### src/istft_fifo.sv
`timescale 1ns / 1ps
`default_nettype none
// ----------------------------------------------------------------------------
// Small word queue
// Register-based first-in first-out queue with the oldest word shown ahead.
// ----------------------------------------------------------------------------
module istft_fifo #(
   parameter int WIDTH      = 8,
   parameter int DEPTH_LOG2 = 2
) (
   input  logic             clock,
   input  logic             reset,
   input  logic             push,
   input  logic [WIDTH-1:0] wr_data,
   output logic             full,
   input  logic             pop,
   output logic [WIDTH-1:0] rd_data,
   output logic             empty
);

   localparam int DEPTH = 2 ** DEPTH_LOG2;

   logic [WIDTH-1:0]      mem_ff [DEPTH];
   logic [DEPTH_LOG2-1:0] wptr_ff, wptr_in;
   logic [DEPTH_LOG2-1:0] rptr_ff, rptr_in;
   logic [DEPTH_LOG2:0]   count_ff, count_in;
   logic                  do_push;
   logic                  do_pop;

   assign full    = (count_ff == (DEPTH_LOG2+1)'(DEPTH));
   assign empty   = (count_ff == '0);
   assign do_push = push && !full;
   assign do_pop  = pop && !empty;
   assign rd_data = mem_ff[rptr_ff];

   always_comb begin
      wptr_in  = do_push ? wptr_ff + 1'b1 : wptr_ff;
      rptr_in  = do_pop ? rptr_ff + 1'b1 : rptr_ff;
      count_in = count_ff;
      if (do_push && !do_pop) begin
         count_in = count_ff + 1'b1;
      end else if (do_pop && !do_push) begin
         count_in = count_ff - 1'b1;
      end
   end

   always_ff @(posedge clock) begin
      if (reset) begin
         wptr_ff  <= '0;
         rptr_ff  <= '0;
         count_ff <= '0;
      end else begin
         wptr_ff  <= wptr_in;
         rptr_ff  <= rptr_in;
         count_ff <= count_in;
      end
   end

   always_ff @(posedge clock) begin
      if (do_push) begin
         mem_ff[wptr_ff] <= wr_data;
      end
   end

endmodule
`default_nettype wire

### config.mk
export PLATFORM = sky130hd
export DESIGN_NAME = istft_fifo
export DESIGN_NICKNAME = d
export VERILOG_FILES = /design/src/istft_fifo.sv
export SDC_FILE = /design/constraint.sdc
export NUM_CORES = 1
export LEC_CHECK = 0
export ABC_CLOCK_PERIOD_IN_PS = 2400
export BUFFER_PORTS_ARGS = -buffer_cell sky130_fd_sc_hd__buf_2
export CAP_MARGIN = 15
export CORE_MARGIN = 4
export CORE_UTILIZATION = 55
export DETAILED_ROUTE_END_ITERATION = 7
export PLACE_DENSITY = 0.77
export SYNTH_ARGS = -nofsm -noshare
export SYNTH_HDL_FRONTEND = slang
export SYNTH_SLANG_ARGS = --single-unit
### constraint.sdc
create_clock -name clock -period 2.4 [get_ports clock]
set_input_delay 0.24 -clock clock [delete_from_list [all_inputs] [get_ports clock]]
set_output_delay 0.24 -clock clock [all_outputs]
set_load 0.005 [all_outputs]
### Word level (Yosys, flattened, before mapping)

Memory sizes are Yosys's and may differ from the RTL's. A register that Yosys moved wholly into a read port is not among the register bits.
Index checks and enable logic that the tools add are counted.

| storage, ports and cells | value |
|---|---|
| memories kept | 1 |
| bits in writable memories | 32 |
| output and inout bits | 10 |
| word-level logic and storage cells | 25 |
| input bits | 12 |
| bits in registers | 7 |

Memories:

| name | depth | bits a word | rd ports | clocked after Yosys merged registers in | wr ports | line | source |
|---|---|---|---|---|---|---|---|
| mem_ff | 4 | 8 | 1 | 1 | 1 | 23 | `logic [WIDTH-1:0] mem_ff [DEPTH];` |

| cells by class | value |
|---|---|
| equal/unequal tests | 1 |
| $add $sub $neg | 4 |
| reductions and logical operators | 10 |
| muxes and demuxes | 6 |

Operator list:

| kind | number |
|---|---|
| $mux 3 | 2 |
| $add 2x1->2 const B | 2 |
| $logic_and 1x1->1 | 4 |
| $logic_not 1->1 | 4 |
| $mux 2 | 2 |
| $add 3x1->3 const B | 1 |
| $eq 3x3->1 const B | 1 |
| $logic_not 3->1 | 1 |
| $sub 3x1->3 const B | 1 |
| $mux 1 | 2 |
| $reduce_bool 2->1 | 1 |

### Logic depth before layout (Yosys ltp)

| logic depth | value |
|---|---|
| depth in word-level cells | 7 |
| gate-level depth with buffers | 8 |
| gate-level depth less buffers | 8 |

### Worst setup path after synthesis

No wires, ideal clock.

| timing path | value |
|---|---|
| kind | reg2reg |
| from | reg count_ff[0] |
| to | reg count_ff[2] |
| data arrival time | 1.894 ns |
| period minus slack after synthesis | 1.964 ns |
| cell stages (with the launch flop) | 9 |
| buffers on the path | 0 |
| required time | 2.330 ns |
| path slack | 0.436 ns |
| library setup time | 0.070 ns |
| path through | dfxtp_1 -> nor3b_2 -> nor2_2 -> ha_1 -> inv_1 -> fa_1 -> xor2_1 -> or3_1 -> a21oi_1 |

| on the way | value |
|---|---|
| longest elaborated chain between the ends | 6 |
| elaborated cells on any way between the ends | 15 |
| those cells by class | add/sub: 2; eq/ne: 1; mux: 2; reduce/logical: 10 |

RTL lines:

| element | line | source |
|---|---|---|
| start: declaration | 26 | `logic [DEPTH_LOG2:0] count_ff, count_in;` |
| start signal: assignment | 55 | `count_ff <= count_in;` |
| $eq 3x3->1 (*) | 30 | `assign full = (count_ff == (DEPTH_LOG2+1)'(DEPTH));` |
| net full | 15 | `output logic full,` |
| $logic_not 1->1 (*) | 32 | `assign do_push = push && !full;` |
| $logic_and 1x1->1 (*) | 32 |  |
| net do_push | 27 | `logic do_push;` |
| $logic_not 1->1 | 42 | `end else if (do_pop && !do_push) begin` |
| $logic_and 1x1->1 | 42 |  |
| $reduce_bool 2->1 (no line) | -- |  |

The timed path passes the listed nets; every way through them passes the cells marked *. The select of a mux whose other input is x is not followed.
A chain may end at the register's enable or synchronous reset.

### Worst setup path in the final report

| timing path | value |
|---|---|
| from | reg count_ff[0] |
| to | reg count_ff[2] |

| on the way | value |
|---|---|
| longest elaborated chain between the ends | 6 |
| elaborated cells on any way between the ends | 15 |
| those cells by class | add/sub: 2; eq/ne: 1; mux: 2; reduce/logical: 10 |

RTL lines:

| element | line |
|---|---|
| $eq 3x3->1 (*) | 30 |
| $logic_not 1->1 (*) | 32 |
| $logic_and 1x1->1 (*) | 32 |
| net do_push | 27 |
| $logic_not 1->1 | 42 |
| $logic_and 1x1->1 | 42 |
| $reduce_bool 2->1 (no line) | -- |

Marked as above.

==> PnR_summary.wiki <==
{| class="wikitable"
! Metric !! Value
|-
| Vias per inst || about 5.5
|-
| Maximum number of pins on one net before global-route repair || 13
|-
| DP HPWL || around 1700 um
|-
| Most used standard cell by instance count after synthesis || edfxtp_1
|-
| Total design power || about 1.7 mW
|-
| Horiz. Die Dim || a little over 60 um
|-
| CP Max Fanout || 6
|-
| Via count of the first global-routing pass || roughly 900
|-
| Shortest clock period the worst path allows after layout || 2121 ps
|-
| Total inserted antenna cells || 0
|-
| Post-CTS setup-driven buffer insertion count || 0
|-
| Number of antenna violations at the first check in global routing || 0
|-
| CTS clock-pin slew for the worst setup and hold paths || between 100 and 150 ps
|-
| Overall die height || 62.28 um
|-
| Terminating pin of the worst hold path || mem_ff[2][7]
|-
| Detailed-route DRC error count || 0
|-
| Max H-tree Level || 2
|-
| Origin of the critical flop-to-flop path || count_ff[0]
|-
| Worst hold path type || input pin to flop
|-
| TritonCTS clock tree || yes
|-
| Depth of the worst register-to-register path || 8
|-
| Endpoint arrival time on the critical path || approximately 2400 ps
|-
| Static Leak || 0.6597 nW
|-
| Number of buffers inserted by port buffering || 21
|-
| Count of yosys warnings during synthesis || 0
|-
| #FFs+latches synth || 41
|-
| Growth of design area from synthesis to finish || 11.27%
|-
| Number of hold-slack violations in the final timing report || 0
|-
| Primary FF master, synth || edfxtp_1
|-
| Initial Util || 0.5825
|-
| Post-Layout Cell Count || ~150
|-
| Number of synthesized flops with an enable pin || 32
|-
| CP Class || flop to flop
|-
| Overall via count from detail_route || 815
|-
| Cell area after synthesis || between 1500 and 2000 um^2
|-
| Core area || 2781 um^2
|-
| Met1 layer wirelength in the final routing || 1073 um
|-
| Floorplan die area || 3878 um^2
|-
| Final Wtd Congestion || slightly below 0.8
|-
| Dpl cells || 139
|-
| Insertion delay of the later-clocked pin in the worst-skew pair || 340 ps
|-
| Share of the yosys chip area belonging to registers || 0.7042
|-
| Count of cells along the worst hold path || 1
|-
| Area contributors post-synth || edfxtp_1 59%, dfxtp_1 11%, mux4_2 11%, ha_1 3.9%, xor2_1 2.2%
|-
| Required time of the critical path || about 2700 ps
|-
| Filler cell count || roughly 210
|-
| Maximum VDD drop || between 0.8 and 0.9 mV
|-
| Sum Neg Setup Slack || 0 ps
|-
| Ratio of final minimum period to clock period || 0.8838
|-
| Aggregate global-route resource usage || 0.1434
|-
| Buffer depth of the longest clock path || 2
|-
| Final nets || between 100 and 150
|-
| # rows || 19
|-
| Detailed router's first-iteration violation count || 46
|-
| Setup crit start kind || flop
|-
| Number of top-level pins || 22
|-
| Clk sinks || 41
|-
| Number of library cell types mapped by synthesis || 21
|-
| Number of gates given a new drive strength after cts || 0
|-
| Number of standard cells after synthesis || 90
|-
| Maximum Capacitance Violations || 0
|-
| Synth async-reset ratio || 0
|-
| Type of element capturing the critical path || flop
|-
| Met2 layer wire length in the routed design || 1188 um
|-
| Net count of the mapped netlist || 108
|-
| Commonest cells in the netlist || 32 x edfxtp_1, 9 x dfxtp_1, 8 x mux4_2
|-
| Detail Route Antenna Nets || 0
|-
| Global-route wire length before repair || approximately 4300 um
|-
| Result of the run || finished, final reports clean
|-
| Hold Buf Count CTS || 0
|-
| Maximum operating frequency || roughly 470 MHz
|-
| Worst setup slack for register-to-register paths || 280 ps
|-
| Final setup violation count || 0
|-
| Top routing layer used || met4
|-
| Area share of the leading cell type in the synthesized netlist || 0.5931
|-
| Routed wl met3 || 132 um
|-
| Total placed instance area || 1752 um^2
|-
| Actual transition at the worst max-transition pin || roughly 570 ps
|-
| Layout cells sized above 1 || 0.3362
|-
| Fin area || 1803 um^2
|-
| Endpoint of the most critical register-to-register path || count_ff[2]
|-
| 1st-pass router iterations || 4
|-
| Worst min-delay path startpoint || wr_data[7]
|-
| TritonCTS buffer count || 5
|-
| Library cell with the largest summed area after synthesis || edfxtp_1
|-
| Avg Cell Area, Syn || 18.00 um^2
|-
| Worst clock skew on the final layout || a little over 6 ps
|-
| Max transition margin || 0.6220
|-
| Grt ovf || 0
|-
| Unrepaired setup endpoints after global routing || false
|-
| Pwr per Cell Area || around 950 nW/um^2
|-
| Buffer cell driving the clock tree root || clkbuf_4
|-
| Number of max-slew violations in the final report || 0
|-
| Post-DR wirelength/cell || 16.50 um
|-
| Total wirelength of the detailed-routed design || 2425 um
|}
area by class of cell:
cell class	instances	area, um^2	share of cell area
Sequential cell	41	1141	0.6329
Clock inverter	2	10.01	0.005552
Multi-Input combinational cell	42	451.7	0.2505
Tap cell	31	38.79	0.02151
Inverter	4	15.01	0.008328
Clock buffer	6	41.29	0.02290
Timing Repair Buffer	21	105.1	0.05829
layout by cell type (no fill, tap or decap), drive strengths merged:
master / netlist / layout
edfxtp: 32 / 32
buf: 1 / 21
dfxtp: 9 / 9
mux4: 8 / 8
nor2: 6 / 6
clkbuf: 2 / 6
ha: 5 / 5
inv: 4 / 4
and2: 4 / 4
xor2: 4 / 4
o21ai: 2 / 2
or3: 2 / 2
a21oi: 2 / 2
mux2i: 2 / 2
nand2b: 2 / 2
clkinv: 0 / 2
nor3b: 1 / 1
nor3: 1 / 1
o31ai: 1 / 1
o311ai: 1 / 1
fa: 1 / 1
sequential cells by signal, indices dropped and copies added, names as in the netlist, named ones only:
register and flops:
rptr_ff 2, count_ff 3, wptr_ff 2, mem_ff 32
cells by family (layout without fill, tap and decap cells):
| family | after synthesis | after routing | share of synthesized area |
|---|---|---|---|
| muxes | 10 | 10 | 0.1236 |
| AOI/OAI and AO/OA | 6 | 6 | 0.02548 |
| DFF | 41 | 41 | 0.7042 |
| buffers and inverters | 7 | 33 | 0.01698 |
| xor gates and xnor gates | 4 | 4 | 0.02162 |
| adders and majority gates | 6 | 6 | 0.05097 |
| and+or+nand+nor | 16 | 16 | 0.05714 |
worst max-delay path, cell delays in order (launching register included):
cell and delay, ps:
dfxtp_1 500, nor3b_2 110, nor2_2 220, ha_1 220, inv_1 60, fa_1 370, xor2_1 150, or3_1 300
a21oi_1 130
metal layers:
metal  vias to the layer above  track usage
li1                        392            -
met1                       398       0.1763
met2                        21       0.2332
met3                         4      0.03784
met4                         0      0.07162
met5                         -            0
where the power goes:
group	total, mW	leakage [nW]	switching [mW]	internal (mW)
clock	0.324	0.0320	0.212	0.112
sequential	0.968	0.367	0.104	0.864
combinational	0.414	0.260	0.173	0.240
total	1.71	0.660	0.489	1.22
worst max path at each step:
stage	start	cells after the start	to
5_1_grt	count_ff[0]	8	count_ff[2]
3_5_place_dp	count_ff[0]	8	count_ff[2]
3_3_place_gp	count_ff[0]	8	count_ff[2]
6_report	count_ff[0]	8	count_ff[2]
2_1_floorplan	count_ff[0]	8	count_ff[2]
4_1_cts	count_ff[0]	8	count_ff[2]
stage by stage:
stage          setup WS (ps)    util  hold slack (ps)
3_5_place_dp           285.2  0.6298            464.5
6_report               278.8  0.6482            106.2
3_3_place_gp           358.5  0.6298            450.4
5_1_grt                49.96  0.6482            95.49
4_1_cts                268.4  0.6482            96.51
2_1_floorplan          436.0       -            338.9
No activity file was read; power rests on OpenSTA's default activity.
