## config.mk

```make
export PLATFORM = sky130hd
export DESIGN_NAME = istft_front
export DESIGN_NICKNAME = d
export VERILOG_FILES = /design/src/istft_pkg.sv /design/src/istft_front.sv
export SDC_FILE = /design/constraint.sdc
export NUM_CORES = 1
export LEC_CHECK = 0
export ABC_AREA = 1
export BUFFER_PORTS_ARGS = -buffer_cell sky130_fd_sc_hd__buf_2
export CORE_UTILIZATION = 30
export CTS_CLUSTER_SIZE = 25
export DETAILED_ROUTE_END_ITERATION = 12
export PLACE_DENSITY = 0.82
export REMOVE_ABC_BUFFERS = 1
export SETUP_SLACK_MARGIN = 0.3
export SYNTH_ARGS = -nofsm -noshare
export SYNTH_HDL_FRONTEND = slang
export SYNTH_SLANG_ARGS = --single-unit
```

## constraint.sdc

```tcl
create_clock -name clock -period 2.01 [get_ports clock]
set_input_delay 0.402 -clock clock [delete_from_list [all_inputs] [get_ports clock]]
set_output_delay 0.402 -clock clock [all_outputs]
set_load 0.01 [all_outputs]
```

## src/istft_pkg.sv

```systemverilog
`timescale 1ns / 1ps
`default_nettype none
// ----------------------------------------------------------------------------
// Inverse STFT synthesis package
// Shared sizes, word types, state codes and the constant twiddle and window
// tables built at elaboration.
// ----------------------------------------------------------------------------
package istft_pkg;

   localparam int FFT_SIZE = 256;
   localparam int HALF_N   = FFT_SIZE / 2;
   localparam int QUART_N  = FFT_SIZE / 4;
   localparam int NUM_BINS = HALF_N + 1;
   localparam int LOG2_N   = $clog2(FFT_SIZE);
   localparam int ACC_AW   = $clog2(FFT_SIZE);
   localparam int BIN_AW   = $clog2(NUM_BINS);
   localparam int BEATS    = 2 * (HALF_N - 1);
   localparam int BEAT_W   = $clog2(BEATS);
   localparam int TW_FRAC  = 22;
   localparam int ROUND_SH = TW_FRAC + LOG2_N;
   localparam int WIN_FRAC = 23;

   localparam longint unsigned PI_Q30 = 64'd3373259426;
   localparam longint ONE_Q30 = 64'sd1073741824;

   localparam logic CSR_HOP_SIZE      = 1'b0;
   localparam logic CSR_SIGNAL_LENGTH = 1'b1;

   localparam logic [6:0] HOP_MAX   = 7'd64;
   localparam logic [6:0] HOP_RESET = 7'd64;

   typedef logic [FFT_SIZE-1:0][23:0] tw_tab_type;
   typedef logic [FFT_SIZE-1:0][22:0] win_tab_type;

   typedef struct packed {
      logic signed [31:0] re;
      logic signed [31:0] im;
      logic [BIN_AW-1:0]  idx;
      logic               last;
   } bin_item_type;

   typedef struct packed {
      logic signed [23:0] sample;
      logic               final_sample;
   } out_item_type;

   typedef enum logic [3:0] {
      BK_CLEAR,
      BK_IDLE,
      BK_INIT,
      BK_DFT,
      BK_DRAIN,
      BK_ROUND,
      BK_WIN,
      BK_ADD,
      BK_EMIT_RD,
      BK_EMIT_CALC,
      BK_EMIT_OUT
   } back_state_type;

   function automatic longint sin_q30(input int a);
      longint unsigned x;
      longint unsigned x2;
      longint unsigned term;
      longint sum;
      x = (64'd2 * PI_Q30 * 64'(a) + 64'(HALF_N)) / 64'(FFT_SIZE);
      x2 = (x * x) >> 30;
      term = x;
      sum = longint'(x);
      for (int i = 1; i <= 8; i++) begin
         term = (term * x2) >> 30;
         term = term / 64'(2 * i * (2 * i + 1));
         if ((i & 1) != 0) begin
            sum = sum - longint'(term);
         end else begin
            sum = sum + longint'(term);
         end
      end
      if (sum < 0) begin
         sum = 0;
      end
      if (sum > ONE_Q30) begin
         sum = ONE_Q30;
      end
      return sum;
   endfunction

   function automatic tw_tab_type build_tw(input bit want_sin);
      longint mag [QUART_N+1];
      tw_tab_type tab;
      int quad;
      int r;
      longint cm;
      longint sm;
      longint cs;
      longint ss;
      for (int a = 0; a <= QUART_N; a++) begin
         mag[a] = sin_q30(a);
      end
      for (int k = 0; k < FFT_SIZE; k++) begin
         quad = k / QUART_N;
         r = k % QUART_N;
         case (quad)
            0: begin
               cm = mag[QUART_N - r]; cs = 1;  sm = mag[r];           ss = 1;
            end
            1: begin
               cm = mag[r];           cs = -1; sm = mag[QUART_N - r]; ss = 1;
            end
            2: begin
               cm = mag[QUART_N - r]; cs = -1; sm = mag[r];           ss = -1;
            end
            default: begin
               cm = mag[r];           cs = 1;  sm = mag[QUART_N - r]; ss = -1;
            end
         endcase
         if (want_sin) begin
            tab[k] = 24'(ss * ((sm + 128) >>> 8));
         end else begin
            tab[k] = 24'(cs * ((cm + 128) >>> 8));
         end
      end
      return tab;
   endfunction

   function automatic win_tab_type build_win();
      longint mag [QUART_N+1];
      win_tab_type tab;
      int quad;
      int r;
      longint c30;
      longint w;
      for (int a = 0; a <= QUART_N; a++) begin
         mag[a] = sin_q30(a);
      end
      for (int k = 0; k < FFT_SIZE; k++) begin
         quad = k / QUART_N;
         r = k % QUART_N;
         case (quad)
            0:       c30 = mag[QUART_N - r];
            1:       c30 = -mag[r];
            2:       c30 = -mag[QUART_N - r];
            default: c30 = mag[r];
         endcase
         w = (ONE_Q30 - c30 + 128) >>> 8;
         if (w > 8388607) begin
            w = 8388607;
         end
         tab[k] = 23'(w);
      end
      return tab;
   endfunction

   localparam tw_tab_type  COS_TAB = build_tw(1'b0);
   localparam tw_tab_type  SIN_TAB = build_tw(1'b1);
   localparam win_tab_type WIN_TAB = build_win();

endpackage
`default_nettype wire

```

## src/istft_front.sv

```systemverilog
`timescale 1ns / 1ps
`default_nettype none
// ----------------------------------------------------------------------------
// Inverse STFT front end
// Numbers incoming bins within the frame, drops the imaginary part of the DC
// and Nyquist bins and marks the last bin of each frame.
// ----------------------------------------------------------------------------
module istft_front
   import istft_pkg::*;
(
   input  logic               clock,
   input  logic               reset,
   input  logic               accept,
   input  logic signed [31:0] bin_real,
   input  logic signed [31:0] bin_imag,
   output logic               q_push,
   output bin_item_type       q_item
);

   logic [BIN_AW-1:0] bin_count_ff, bin_count_in;
   logic              is_last;
   logic              no_imag;

   assign is_last = (bin_count_ff == BIN_AW'(NUM_BINS - 1));
   assign no_imag = (bin_count_ff == '0) || (bin_count_ff == BIN_AW'(HALF_N));

   always_comb begin
      q_push      = accept;
      q_item.re   = bin_real;
      q_item.im   = no_imag ? 32'sd0 : bin_imag;
      q_item.idx  = bin_count_ff;
      q_item.last = is_last;
      bin_count_in = bin_count_ff;
      if (accept) begin
         bin_count_in = is_last ? '0 : bin_count_ff + 1'b1;
      end
   end

   always_ff @(posedge clock) begin
      if (reset) begin
         bin_count_ff <= '0;
      end else begin
         bin_count_ff <= bin_count_in;
      end
   end

endmodule
`default_nettype wire

```

Yosys cells after proc, flatten, opt, wreduce, memory -nomap -nowiden

Index checks and enable logic that the tools add are counted.

Multiplexer cells: 2
Add/sub/neg operators: 1
Equality and inequality tests: 1
Reduce and logical (&&, ||, !) cells: 2

Operators with widths:

| cell                                         | number |
|---|---|
| two-way mux 32 bit                           | 1 |
| adder 8 x 1 -> 8 bit (second input constant) | 1 |
| equality test 8 bit (second input constant)  | 1 |
| logical NOT 8 bit                            | 1 |
| two-way mux 8 bit                            | 1 |
| logical OR 1 bit                             | 1 |

Input bits: 67
Word-level logic and storage cells: 7
Bits in registers: 8
Output and inout bits: 74

Logic depth before layout (Yosys ltp)

Depth in word-level cells: 3
Depth in mapped cells: 8
Mapped depth without buffers: 7

Worst setup path after synthesis

Ideal clock, no wire load.

Kind: register -> output
Start: reg bin_count_ff[0]
End: out q_item[20] (netlist name)
Arrival time: 1.219 ns
Stages on the path, launching flop included: 9
Setup slack: 0.389 ns
Path buffers: 1
Path through: dfxtp_1 > inv_1 > ha_1 > nand2_2 > nor2_2 > inv_2 > nor3_4 > buf_6 > nor2_1

RTL lines:

| what                     | line              | RTL |
|---|---|---|
| start: declaration       | istft_front.sv:20 | `logic [BIN_AW-1:0] bin_count_ff, bin_count_in;` |
| start signal: assignment | istft_front.sv:43 | `bin_count_ff <= bin_count_in;` |
| end: declaration         | istft_front.sv:17 | `output bin_item_type q_item` |

==> summary.md <==
| Metric | Value |
|---|---|
| CTS root buf | clkbuf_4 |
| XOR/XNOR Fraction of Synth Area | 0.0270 |
| CTS sink cnt | 8 |
| Largest register by flop count | bin_count_ff |
| Largest family of logic cells by synthesized area | buffers and inverters |
| Initial antenna violation count | 0 |
| First-pass GRT wire length | 4570 um |
| Filler instances | between 300 and 400 |
| Comb pwr share | 0.529 |
| # DRC | 0 |
| Wire per inst | between 10 and 15 um |
| PwrDens | 464 nW/um2 |
| Mapped Area | slightly below 1000 um2 |
| Reported net switching power | about 0.23 mW |
| Total grt overflow | 0 |
| Placed Area | 1140 um2 |
| Syn Inst Count | 166 |
| Starting DRT DRC Count | 36 |
| Flop pwr share | 0.268 |
| Pin count of the biggest net entering global routing | 33 |
| Placer congestion estimate | 0.800 |
| Final Max Slew Viols | 0 |
| Final period util | 1.01 |
| Main synth FF type | dfxtp_1 |
| Sequential cell area | 163 um2 |
| Rows | 20 |
| CP startpoint kind | flip-flop |
| Critical Path AT | 1.63 ns |
| Post-synth EDFFs | 0 |
| Area of the multi-input gates | a little over 400 um2 |
| H-tree Lvls | 1 |
| Outcome | complete, but fails checks |
| Post-synthesis register bit count | 8 |
| Worst vdd ir | 290 uV |
| Final Skew | approximately 0.0021 ns |
| Unique masters post-synth | 17 |
| Post-Synth Simple-Gate Area | 0.301 |
| Cell-internal power | 0.402 mW |
| Cell area after layout | 1350 um2 |
| Die W | 58.9 um |
| CTS clk-pin slew, worst paths | ~0.060 ns |
| Pre-antenna DRT Iters | 4 |
| Synth Area in Adders | 0.0257 |
| TritonCTS Buffers | 3 |
| Final Hold Viols | 0 |
| Vias in the first global route | 827 |
| Worst-skew pair later-pin latency | 0.26 ns |
| Max_slew headroom | 0.836 |
| Commonest non-fill, non-tap cell in the layout | buf_2 |
| # diodes | 0 |
| MaxCap Viol Count | 0 |
| Clock share of power | 0.203 |
| HP Class | primary input to flip-flop |
| CTS Buffer Depth | 2 |
| Overall Global Routing Usage | 0.200 |
| RSZ-0062 raised after global routing | yes |
| Leakage power | 0.877 nW |
| Remaining antenna violation count | 0 |
| Detailed Route WL | 3900 um |
| CORE AREA | roughly 3000 um2 |
| Fraction of registers with async set/reset | 0 |
| Final Worst Setup Slack | -0.0264 ns |
| Hold WS | 0.360 ns |
| Most frequent cells in the layout | buf_2, inv_1, nor2_1, nand2_1, dfxtp_1 |
| Die Ht | 58.9 um |
| Pre-CTS WS | about 0.28 ns |
| Die area | roughly 3500 um2 |
| IO Count | 141 |
| Drt via density | roughly 4.3 |
| Ys Warns | 0 |
| Post-synthesis mux area share | 0 |
| Failing checks | setup timing |
| Element type at the critical path end | output pin |
| Tmin final | 2.04 ns |
| CTS tree | yes |
| Post-synthesis compound-gate area fraction | 0.0103 |
| Initial Util | 0.318 |
| Vias | around 1.1k |
| Max reg flops | 8 |
| Worst slew pin tran | 0.245 ns |
| Number of port buffers | 76 |
| Area grow syn2layout | 39.0% |
| Worst Path Max Fanout | 16 |
| Biggest regs | bin_count_ff x8 |
| Sw Share | 0.359 |
| Setup CP Type | flip-flop to output pin |
| CP Data Required Time | between 1.5 and 2 ns |
| DP HPWL | 3020 um |
| Layout net count | between 200 and 300 |
| Max Freq | 491 MHz |
| Layout cell share with drive strength beyond 1 | 0.495 |
| Sequential area share after synthesis | 0.165 |
| # setup viols final | 20 |
| Syn_area_per_cell | 5.86 um2 |
==> cell type report <==
type	count	share of cell area
well taps	44	0.0407
clock buffers	3	0.0167
multi-input cells	76	0.306
inverters	45	0.125
flip-flops and latches	8	0.120
repair buffers	86	0.392
==> path summary, 6_finish.rpt <==
kind	slack, ns	from	cells past startpoint	endpoint
worst max-delay path	-0.03	bin_count_ff[0]	10	q_item[18]
worst min-delay path	0.36	reset	2	bin_count_ff[3]
worst max register to register	0.76	bin_count_ff[1]	7	bin_count_ff[6]
worst min register to register	0.52	bin_count_ff[4]	2	bin_count_ff[4]
==> kinds of logic after synthesis <==
family / Yosys count
xor gates and xnor gates: 3
adders and majority gates: 2
DFF: 8
AOI/OAI and AO/OA: 2
and+or+nand+nor: 69
buffers and inverters: 82
==> Yosys cell counts (2+ instances only) <==
cell / number / area share
buf_4: 34 / 0.26
buf_6: 3 / 0.035
dfxtp_1: 8 / 0.16
ha_1: 2 / 0.026
inv_1: 43 / 0.17
inv_2: 2 / 0.0077
nand2_1: 14 / 0.054
nand3_1: 5 / 0.026
nor2_1: 42 / 0.16
nor2_2: 3 / 0.019
nor3_1: 2 / 0.010
xor2_1: 3 / 0.027
==> what timing repair did <==
action / in CTS / in global routing
setup endpoints to repair: 33 / 33
hold endpoints to repair: 0 / 0
gates resized for setup: 8 / 15
hold buffers: 0 / 0
gates cloned: 0 / 2
buffers inserted: 3 / 4
pin swaps: 1 / 1
==> metal layers <==
| layer | vias to the layer above | GRT usage | share of wire |
|---|---|---|---|
| met5 | - | 0 | 0 |
| met2 | 103 | 0.338 | 0.49 |
| met1 | 477 | 0.158 | 0.30 |
| li1 | 535 | - | - |
| met3 | 9 | 0.174 | 0.18 |
| met4 | 0 | 0.102 | 0.027 |
==> per-stage QoR <==
stage	power [mW]	utilization	cells	TNS, ns
after floorplan	0.288	-	129	0
after global placement	0.405	0.373	250	0
after detailed placement	0.408	0.373	250	0
after CTS	0.551	0.396	256	0
after global routing	0.670	0.443	262	-2.03
final	0.627	0.443	262	-0.181
==> power groups by stage <==
stage	logic [mW]	registers, mW	clock network, mW
finish	0.332	0.168	0.127
global route	0.359	0.168	0.143
CTS	0.254	0.167	0.130
detailed placement	0.237	0.171	0
global placement	0.235	0.170	0
floorplan	0.116	0.172	0
==> worst max-delay path, stage by stage (launching register included) <==
cell and delay [ns]:
dfxtp_2 0.32, inv_2 0.08, ha_4 0.13, nand2_2 0.06, nor2_4 0.09, inv_2 0.05
nor3_4 0.15, buf_6 0.14, clkbuf_16 0.16, nor2_1 0.05, buf_2 0.13
Note: power is estimated with default switching activity, not from simulation.
